==> src/hdl/mbr_pkg.sv <==
// Shared types and constants of the MSB-first bit repacker.
// Used by the top level, the word slicer and the port checker.
package mbr_pkg;

    // Field and store sizes
    localparam int WORD_W        = 32;
    localparam int STORE_BITS    = 39;
    localparam int HELD_W        = 6;
    localparam int WIDTH_W       = 6;
    localparam int LIMIT_W       = 16;
    localparam int RESULT_CAP    = 8;
    localparam int CNT_W         = 3;
    localparam int MAX_WORD_BITS = 32;

    // Largest usable word width
    localparam int WIDTH_CAP = (MAX_WORD_BITS < WORD_W) ? MAX_WORD_BITS : WORD_W;

    // Configuration register indexes
    localparam int CFG_IDX_W = 2;
    localparam logic [CFG_IDX_W-1:0] REG_WORD_BITS  = 2'd0;
    localparam logic [CFG_IDX_W-1:0] REG_WORD_LIMIT = 2'd1;

    // Register reset values
    localparam logic [WIDTH_W-1:0] WORD_BITS_RST  = 6'd10;
    localparam logic [LIMIT_W-1:0] WORD_LIMIT_RST = 16'hFFFF;

    // One slice taken from the head of the bit store
    typedef struct packed {
        logic [WORD_W-1:0] word;    // earliest bits, right-aligned
        logic [HELD_W-1:0] rest;    // bits left after the slice
        logic              enough;  // store holds a full word
    } t_slice;

endpackage

==> src/hdl/mbr_slicer.sv <==
// Word slicer: cuts the earliest word off the bit store.
// Depends on mbr_pkg.
module mbr_slicer
    import mbr_pkg::*;
(
    input  logic [STORE_BITS-1:0] i_store,
    input  logic [HELD_W-1:0]     i_held,
    input  logic [WIDTH_W-1:0]    i_width,
    output t_slice                o_slice
);

    logic [STORE_BITS-1:0] shifted;
    logic [WORD_W-1:0]     word_mask;

    // Align the head of the store and keep only the word width
    always_comb begin
        o_slice.enough = (i_held >= i_width);
        o_slice.rest   = i_held - i_width;
        shifted        = i_store >> o_slice.rest;
        if (i_width >= WIDTH_W'(WORD_W)) begin
            word_mask = '1;
        end else begin
            word_mask = (WORD_W'(1) << i_width) - WORD_W'(1);
        end
        o_slice.word = shifted[WORD_W-1:0] & word_mask;
    end

endmodule

==> src/hdl/msb_first_bit_repacker.sv <==
// Top level of the MSB-first bit repacker: byte input, word output, config port.
// Depends on mbr_pkg and mbr_slicer.
//
// Usage:
//   Input channel (i_in_valid / o_in_ready) takes one byte per beat, bit 7
//   first; i_frame_start clears leftover bits and the word count before it.
//   Output channel (o_out_valid / i_out_ready) gives one word per beat,
//   earliest bit in the MSB of the word_bits-wide field, with o_run_last on the
//   last word of each byte and o_frame_end on the word that reaches the limit.
//   Config: write i_cfg_data to register i_cfg_idx when i_cfg_we is high
//   (0 word_bits, 1 word_limit), only while the block is idle.
// Timing:
//   A byte enters the work register at acceptance; its words are sliced from
//   the store into the output register, one per cycle while the receiver takes
//   them, and the next byte can be taken as the last word is sliced; at widths
//   of eight or more a byte is taken every cycle unless the receiver stalls. The
//   single output register and one slice per cycle from the store set that rate.
// Reset: synchronous, active low; clears the store, the counts, the output
//   valid and sets word_bits 10, word_limit 65535.
// Stall: while the receiver holds i_out_ready low the output word holds and
//   the work register stops; the input is refused once the byte in work has
//   more words to give.
module msb_first_bit_repacker
    import mbr_pkg::*;
(
    input  logic                 i_clk,
    input  logic                 i_rst_n,
    // configuration
    input  logic                 i_cfg_we,
    input  logic [CFG_IDX_W-1:0] i_cfg_idx,
    input  logic [LIMIT_W-1:0]   i_cfg_data,
    // byte input
    input  logic                 i_in_valid,
    output logic                 o_in_ready,
    input  logic [7:0]           i_data_byte,
    input  logic                 i_frame_start,
    // word output
    output logic                 o_out_valid,
    input  logic                 i_out_ready,
    output logic [WORD_W-1:0]    o_word,
    output logic                 o_run_last,
    output logic                 o_frame_end
);

    logic [WIDTH_W-1:0]    r_word_bits;
    logic [LIMIT_W-1:0]    r_word_limit;
    logic [STORE_BITS-1:0] r_store, n_store;
    logic [HELD_W-1:0]     r_held, n_held;
    logic [LIMIT_W-1:0]    r_done, n_done;
    logic [CNT_W-1:0]      r_cnt, n_cnt;
    logic                  r_busy, n_busy;
    logic                  r_ovalid;
    logic [WORD_W-1:0]     r_oword;
    logic                  r_olast;
    logic                  r_oend;

    logic [WIDTH_W-1:0]    eff_w;
    t_slice                slice;
    logic [LIMIT_W-1:0]    done_inc;
    logic                  hit_end;
    logic                  is_last;
    logic                  can_emit;
    logic                  out_free;
    logic                  emit;
    logic                  finish;
    logic                  in_take;

    // Configuration registers
    always_ff @(posedge i_clk) begin
        if (!i_rst_n) begin
            r_word_bits  <= WORD_BITS_RST;
            r_word_limit <= WORD_LIMIT_RST;
        end else if (i_cfg_we) begin
            case (i_cfg_idx)
                REG_WORD_BITS:  r_word_bits  <= i_cfg_data[WIDTH_W-1:0];
                REG_WORD_LIMIT: r_word_limit <= i_cfg_data;
                default:        ;
            endcase
        end
    end

    // Clamp the width to 1..WIDTH_CAP
    always_comb begin
        if (r_word_bits == '0) begin
            eff_w = WIDTH_W'(1);
        end else if (r_word_bits > WIDTH_W'(WIDTH_CAP)) begin
            eff_w = WIDTH_W'(WIDTH_CAP);
        end else begin
            eff_w = r_word_bits;
        end
    end

    mbr_slicer u_slicer (
        .i_store (r_store),
        .i_held  (r_held),
        .i_width (eff_w),
        .o_slice (slice)
    );

    // Emit and handshake control
    always_comb begin
        done_inc = r_done + LIMIT_W'(1);
        hit_end  = (done_inc == r_word_limit);
        is_last  = hit_end || (r_cnt == CNT_W'(RESULT_CAP - 1)) || (slice.rest < eff_w);
        can_emit = r_busy && slice.enough && (r_done < r_word_limit);
        out_free = !r_ovalid || i_out_ready;
        emit     = can_emit && out_free;
        finish   = r_busy && (!can_emit || (emit && is_last));
        o_in_ready = !r_busy || finish;
        in_take  = i_in_valid && o_in_ready;
    end

    // Work register next state: slice first, then append an accepted byte
    always_comb begin
        n_store = r_store;
        n_held  = r_held;
        n_done  = r_done;
        n_cnt   = r_cnt;
        n_busy  = r_busy;

        if (emit) begin
            n_held  = slice.rest;
            n_store = r_store & ((STORE_BITS'(1) << slice.rest) - STORE_BITS'(1));
            n_done  = done_inc;
            n_cnt   = r_cnt + CNT_W'(1);
            if (hit_end) begin
                n_store = '0;
                n_held  = '0;
            end
        end
        if (finish) begin
            n_busy = 1'b0;
        end

        if (in_take) begin
            if (i_frame_start) begin
                n_store = '0;
                n_held  = '0;
                n_done  = '0;
            end
            if (n_done >= r_word_limit) begin
                // frame is full: drop the byte and the leftover bits
                n_store = '0;
                n_held  = '0;
                n_busy  = 1'b0;
            end else begin
                n_store = {n_store[STORE_BITS-9:0], i_data_byte};
                n_held  = n_held + HELD_W'(8);
                n_cnt   = '0;
                n_busy  = 1'b1;
            end
        end
    end

    always_ff @(posedge i_clk) begin
        if (!i_rst_n) begin
            r_store <= '0;
            r_held  <= '0;
            r_done  <= '0;
            r_cnt   <= '0;
            r_busy  <= 1'b0;
        end else begin
            r_store <= n_store;
            r_held  <= n_held;
            r_done  <= n_done;
            r_cnt   <= n_cnt;
            r_busy  <= n_busy;
        end
    end

    // Output register: load on emit, drop valid once taken
    always_ff @(posedge i_clk) begin
        if (!i_rst_n) begin
            r_ovalid <= 1'b0;
        end else if (emit) begin
            r_ovalid <= 1'b1;
        end else if (i_out_ready) begin
            r_ovalid <= 1'b0;
        end
    end

    always_ff @(posedge i_clk) begin
        if (emit) begin
            r_oword <= slice.word;
            r_olast <= is_last;
            r_oend  <= hit_end;
        end
    end

    assign o_out_valid = r_ovalid;
    assign o_word      = r_oword;
    assign o_run_last  = r_olast;
    assign o_frame_end = r_oend;

endmodule

==> config.mk <==
export PLATFORM = sky130hd
export DESIGN_NAME = msb_first_bit_repacker
export DESIGN_NICKNAME = d
export VERILOG_FILES = /design/src/hdl/mbr_pkg.sv /design/src/hdl/mbr_slicer.sv /design/src/hdl/msb_first_bit_repacker.sv
export SDC_FILE = /design/constraint.sdc
export NUM_CORES = 1
export LEC_CHECK = 0
export ABC_AREA = 1
export BUFFER_PORTS_ARGS = -buffer_cell sky130_fd_sc_hd__buf_4
export CORE_MARGIN = 2
export CORE_UTILIZATION = 61
export CTS_CLUSTER_SIZE = 30
export DETAILED_ROUTE_END_ITERATION = 8
export PLACE_DENSITY = 0.79
export SETUP_SLACK_MARGIN = 0.02
export SYNTH_ARGS = -nofsm -noshare
export SYNTH_HDL_FRONTEND = slang
export SYNTH_SLANG_ARGS = --single-unit
export TNS_END_PERCENT = 100
==> constraint.sdc <==
create_clock -name i_clk -period 6.6 [get_ports i_clk]
set_clock_uncertainty 0.15 [all_clocks]
set_input_delay 1.98 -clock i_clk [delete_from_list [all_inputs] [get_ports i_clk]]
set_output_delay 1.98 -clock i_clk [all_outputs]
set_load 0.1 [all_outputs]
# Word-level counts from Yosys, hierarchy flattened

Index checks and enable logic that the tools add are counted.

Bits in registers: 122
Input bits: 32
Output and inout port bits: 36
Word-level logic and storage cells: 77

Add/sub/neg operators: 6
Order comparisons: 6
Eq/ne operators: 3
Shift operators: 3
Multiplexer cells: 26
Bitwise operators: 2
Reduce and logical (&&, ||, !) cells: 20

Operator list:

| operator                | number |
|---|---|
| $mux W39                | 4 |
| $mux W16                | 4 |
| $mux W6                 | 8 |
| $and A39 B39 Y39        | 1 |
| $shl A1 B6 Y39 const A  | 1 |
| $shr A39 B6 Y32         | 1 |
| $sub A39 B1 Y39 const B | 1 |
| $and A32 B32 Y32        | 1 |
| $mux W32                | 1 |
| $shl A1 B6 Y32 const A  | 1 |
| $sub A32 B2 Y32 const B | 1 |
| $mux W31                | 1 |
| $add A16 B1 Y16 const B | 1 |
| $eq A16 B16 Y1          | 1 |
| $ge A16 B16 Y1          | 1 |
| $lt A16 B16 Y1          | 1 |
| $mux W3                 | 3 |
| $add A6 B4 Y6 const B   | 1 |
| $ge A6 B6 Y1            | 1 |
| $ge A6 B6 Y1 const B    | 1 |
| $gt A6 B6 Y1 const B    | 1 |
| $logic_and A1 B1 Y1     | 6 |
| $logic_not A6 Y1        | 1 |
| $lt A6 B6 Y1            | 1 |
| other kinds (10)        | 22 |

# Depth between registers and ports, before layout

Depth after elaboration: 16
Depth in mapped cells: 33

# Cells and area by module

From an unflattened synthesis, not the netlist that was laid out.

Cells, all modules: 1836
Area total of the unflattened synthesis: 11025.6 sq um

Modules (own cells, without submodules):

| module                 | times used | cells an instance | area each (sq um) | sequential area each (sq um) |
|---|---|---|---|---|
| msb_first_bit_repacker | 1          | 1067              | 7538.5            | 2782.7 |
| mbr_slicer             | 1          | 769               | 3487.1            | 0.0 |

# Worst setup path before layout

Ideal clock, no wire load.

Path type: reg2out
Start: register r_word_bits[5]
End: output o_in_ready
Data arrival time: 3.401 ns
Path slack: 1.069 ns
Stages on the path, launching flop included: 21
Buffers on the path: 3
Cell sequence: dfxtp_1 -> buf_2 -> nor2_1 -> nand3_1 -> o21ai_2 -> ha_1 -> inv_1 -> fa_1 -> inv_1 -> nand2_1 -> nand2_1 -> buf_1 -> clkbuf_1 -> ha_1 -> a31oi_1 -> o21ai_0 -> a21oi_1 -> nor2_1 -> nand2_2 -> nand2_2 -> nand2_4

Elaborated cells on any way between the ends: 16
Classes of those cells: add/sub (1); order compare (3); mux (2); reduce/logical (10)

RTL lines:

| element                 | line                          | RTL |
|---|---|---|
| start, declared         | msb_first_bit_repacker.sv:45  | `logic [WIDTH_W-1:0] r_word_bits;` |
| start signal, assigned  | msb_first_bit_repacker.sv:75  | `REG_WORD_BITS: r_word_bits <= i_cfg_data[WIDTH_W-1:0];` |
| $gt A6 B6 Y1            | msb_first_bit_repacker.sv:86  | `end else if (r_word_bits > WIDTH_W'(WIDTH_CAP)) begin` |
| $mux W6                 | msb_first_bit_repacker.sv:86  |  |
| $mux W6 (*)             | msb_first_bit_repacker.sv:84  | `if (r_word_bits == '0) begin` |
| $sub A6 B6 Y6           | mbr_slicer.sv:18              | `o_slice.rest = i_held - i_width;` |
| $lt A6 B6 Y1 (*)        | msb_first_bit_repacker.sv:104 | `is_last = hit_end \|\| (r_cnt == CNT_W'(RESULT_CAP - 1)) \|\| (slice.rest < eff_w);` |
| $logic_or A1 B1 Y1 (*)  | msb_first_bit_repacker.sv:104 |  |
| named net is_last       | msb_first_bit_repacker.sv:61  | `logic is_last;` |
| $logic_and A1 B1 Y1 (*) | msb_first_bit_repacker.sv:108 | `finish = r_busy && (!can_emit \|\| (emit && is_last));` |
| $logic_or A1 B1 Y1 (*)  | msb_first_bit_repacker.sv:108 |  |
| $logic_and A1 B1 Y1 (*) | msb_first_bit_repacker.sv:108 |  |
| $logic_or A1 B1 Y1 (*)  | msb_first_bit_repacker.sv:109 | `o_in_ready = !r_busy \|\| finish;` |
| end, declared           | msb_first_bit_repacker.sv:34  | `output logic o_in_ready,` |

Mark *: on every way through the listed nets, which the timed path passes. The rest lies on a longest branch.

# Worst setup path after layout

Same ends and word-level chain as after synthesis.

==> Implementation_results.wiki <==
{| class="wikitable"
! Metric !! Value
|-
| Number of instances in the synthesized netlist || roughly 1,800
|-
| Detail Route Antenna Nets || 0
|-
| Sequence of cells on the critical path || inv_4 -> nand2_2 -> ha_1 -> a21oi_2 -> nand2_1 -> nand2_2 -> nand2_1 -> ha_1 -> a21o_1 -> a31oi_1 -> o21ai_0 -> a21oi_1 -> nor2_1 -> nand2_2 -> nand2_2 -> nand2_4 -> buf_4
|-
| Fraction of layout instances using a drive strength above 1 || around 8.4%
|-
| Number of optimization iterations in the first detailed-route pass || 6
|-
| Run status || completed
|-
| Number of synthesized flops with an enable pin || 34
|-
| Number of buffers and inverters on the critical path || 2
|-
| Sort of element at the end of the critical path || output pin
|-
| Final core occ || a little over two thirds
|-
| Total of warnings raised by yosys || 0
|-
| Synth cell count leaders || sky130_fd_sc_hd__nand2_1, sky130_fd_sc_hd__nor2_1, sky130_fd_sc_hd__inv_1
|-
| Dominant cell by count in the synthesized netlist || sky130_fd_sc_hd__nand2_1
|-
| Tightest slew margin relative to the limit || a little under 40%
|-
| Master cell of the clock root buffer || sky130_fd_sc_hd__clkbuf_16
|-
| Number of nets in the layout || roughly 1,900
|-
| RSZ-0062 raised after global routing || false
|-
| VDD IR max || roughly 0.21 mV
|-
| Maximum fanout along the worst path || 18
|-
| Final Critical Period || between 6 and 7 ns
|-
| Final weighted congestion in routability-driven placement || 1.07
|-
| Port-buffer cells || between 60 and 70
|-
| Num CTS Buffers || 17
|-
| Fraction of the yosys area taken by sequential cells || about a quarter
|-
| Final Hold Fails || 0
|-
| Count of maximum capacitance violations || 0
|-
| Final-layout setup total negative slack || 0 ns
|-
| Reported leakage power || between 5 and 6 nW
|-
| Area of the multi-input gates || slightly above 7000 um2
|-
| DP Area || between 10,000 and 15,000 um2
|-
| HPWL after detailed placement || between 20 and 30 mm
|-
| Worst path max stage delay || 0.65 ns
|-
| Number of vias in the routed layout || about 12,000
|-
| Antenna fix cells || 0
|-
| Die height || between 100 and 150 um
|-
| Number of library cell types mapped by synthesis || 56
|-
| Drt wl/cell || about 17 um
|-
| Final Cycle Share || between 90% and 100%
|-
| Max clock buf depth || 2
|-
| Worst-Skew Late Latency || around 0.43 ns
|-
| Number of global-route vias before repair || 10,600
|-
| Synthesized area per cell || 6.09 um2
|-
| Setup Buffers After CTS || 0
|-
| Final Setup Violations || 0
|-
| Critical path's slowest cell || sky130_fd_sc_hd__dfxtp_1
|-
| Antenna violations before repair || 0
|-
| Upper clock frequency limit || 0.159 GHz
|-
| Main synth FF type || sky130_fd_sc_hd__dfxtp_1
|-
| Required arrival time at the worst endpoint || 4.47 ns
|-
| Flip-flop and latch area || between 2000 and 3000 um2
|-
| Main area contributors after synthesis || sky130_fd_sc_hd__nand2_1, sky130_fd_sc_hd__dfxtp_1, sky130_fd_sc_hd__edfxtp_1
|-
| Wire length of the first global-routing pass || around 55 mm
|-
| Placement-stage worst setup slack || ~0.86 ns
|-
| Starting Density || approximately 63%
|-
| Final wirelength || 35.3 mm
|-
| Flip-flop and latch count after synthesis || 122
|-
| Cell type with the highest aggregate area in the netlist || sky130_fd_sc_hd__nand2_1
|-
| Post-route cell area || roughly 12,000 um2
|-
| Post-Synthesis Net Count || 1,872
|-
| Number of clock sinks || approximately 120
|-
| Worst hold path class || reg2reg
|-
| CTS Hold Buffers Added || 0
|-
| Drt drc || 0
|-
| Post-layout worst setup margin || between 0.3 and 0.4 ns
|-
| Final number of max-transition violations || 0
|-
| WP data arrival || ~4.2 ns
|-
| Area growth, synth to finish || 10.5%
|-
| Maximum number of pins on one net before global-route repair || 68
|-
| Violation count after the first detailed-route iteration || between 1,500 and 2,000
|-
| Worst setup path category || reg2out
|-
| Cell area after technology mapping || ~11,000 um2
|-
| Crit path top cell by count || sky130_fd_sc_hd__nand2_2
|-
| Number of standard-cell rows in the floorplan || between 40 and 50
|-
| Filler Cell Count || ~1,600
|-
| Core area || around 17,000 um2
|-
| Worst Setup Start Kind || flip-flop
|-
| Total power || 0.00287 W
|-
| Die X-Extent || 138 um
|-
| Power per cell area || roughly 240 nW/um2
|-
| Share of the synthesized area in the top cell type || roughly 17%
|-
| Number of top-level pins || approximately 70
|-
| Overall die area || about 19,000 um2
|-
| Count of H-tree levels built during CTS || 4
|-
| Asr flop ratio synth || 0%
|-
| Global-route usage over all layers || 37.7%
|-
| Crit-path leading delay family || simple AND/OR/NAND/NOR gates
|-
| Least-Margin Pin Slew || around 0.90 ns
|-
| Overflow after GRT || 0
|-
| Clock-pin transition on the worst setup and hold timing paths || 0.06 ns
|-
| Ratio of routed vias to standard cells || 6.01
|-
| TritonCTS clock tree || done
|}
-- stage by stage --
step,instances,hold slack (ns)
after global placement,2022,0.326
after floorplan,1790,0.302
after global routing,2054,0.366
final,2054,0.341
after detailed placement,2022,0.327
after CTS,2054,0.340
-- per-layer routing --
layer / global-route usage [%] / vias up / part of all wire, %
li1: - / 5969 / -
met2: 55.0 / 707 / 42
met1: 53.8 / 5576 / 43
met5: 0 / - / 0
met3: 8.31 / 95 / 11
met4: 14.9 / 0 / 3.8
-- worst min-delay path, delay by kind of cell, from the launching register on --
kind / cells / cell delay, ns
and+or+nand+nor: 2 / 0.11
DFF: 1 / 0.32
-- report_power, final --
part           switching [W]  leakage (nW)  total [W]  internal [W]
clock               0.000389         0.275   0.000913      0.000523
combinational       0.000815          4.52    0.00112      0.000305
sequential         0.0000272          1.03   0.000836      0.000809
total                0.00123          5.83    0.00287       0.00164
-- state kept, by name, summed over array words and instances, names as in the netlist, 3 cells and up --
register,flops
r_word_limit,16
r_word_bits,6
r_held,6
r_cnt,3
r_done,16
r_store,39
o_word,32
-- repair_timing --
action,in CTS,in global routing
endpoints found under the hold margin,0,0
setup endpoints to repair,0,1
resized for setup,0,1
-- path summary, 6_finish.rpt --
kind	startpoint	endpoint	slack [ns]	cells past startpoint
worst max-delay path	r_word_bits[5]	o_in_ready	0.31	17
worst min-delay path	r_word_bits[3]	r_word_bits[3]	0.34	2
worst max register to register	r_word_bits[5]	r_store[18]	1.23	26
worst min register to register	r_word_bits[3]	r_word_bits[3]	0.34	2
-- cell families (layout without fill, tap and decap cells) --
family                     after synthesis  count (layout)  synth area share, %
muxes                                   39              39                 3.58
other                                    1               1               0.0344
adders and majority gates               50              50                 5.81
buffers and inverters                  267             306                 9.75
AOI/OAI and AO/OA                      300             300                 15.4
DFF                                    122             122                 25.5
and+or+nand+nor                        998             998                 38.7
xor gates and xnor gates                13              13                 1.17
-- cell type report --
type | count | area share (%)
Inverter | 188 | 5.88
Clock inverter | 15 | 1.12
Timing Repair Buffer | 86 | 5.36
Multi-Input combinational cell | 1401 | 58.7
Tap cell | 225 | 2.34
Clock buffer | 17 | 3.53
Sequential cell | 122 | 23.1
-- placed cells by master, fill, tap and decap left out, types with 3 or more instances in the layout --
master                      netlist  final
sky130_fd_sc_hd__o21ai_0        123    123
sky130_fd_sc_hd__nor2_4           3      5
sky130_fd_sc_hd__buf_4            5     86
sky130_fd_sc_hd__o21a_1           3      3
sky130_fd_sc_hd__or2_2            4      4
sky130_fd_sc_hd__o2111ai_1        6      6
sky130_fd_sc_hd__dfxtp_1         88     88
sky130_fd_sc_hd__mux2i_1         39     39
sky130_fd_sc_hd__a31oi_1          7      7
sky130_fd_sc_hd__inv_2            3      3
sky130_fd_sc_hd__nor2_2           9      9
sky130_fd_sc_hd__nor4_1           4      4
sky130_fd_sc_hd__clkinv_1         3      5
sky130_fd_sc_hd__nand2_1        507    507
sky130_fd_sc_hd__inv_6            0      8
sky130_fd_sc_hd__o22ai_1          4      4
sky130_fd_sc_hd__a21oi_1        104    104
sky130_fd_sc_hd__edfxtp_1        34     34
sky130_fd_sc_hd__nand3_2          3      3
sky130_fd_sc_hd__xor2_1          10     10
sky130_fd_sc_hd__nor2_1         233    231
sky130_fd_sc_hd__o211ai_1        26     26
sky130_fd_sc_hd__a22o_1           3      3
sky130_fd_sc_hd__ha_1            49     49
sky130_fd_sc_hd__nand3b_1         8      8
sky130_fd_sc_hd__o21ai_1          6      6
sky130_fd_sc_hd__clkbuf_16        0     17
sky130_fd_sc_hd__nand2_2          7      7
sky130_fd_sc_hd__nor3_1          26     26
sky130_fd_sc_hd__nand4_1         24     24
sky130_fd_sc_hd__inv_1          181    181
sky130_fd_sc_hd__nand3_1        165    165
Note: power is estimated with default switching activity, not from simulation.
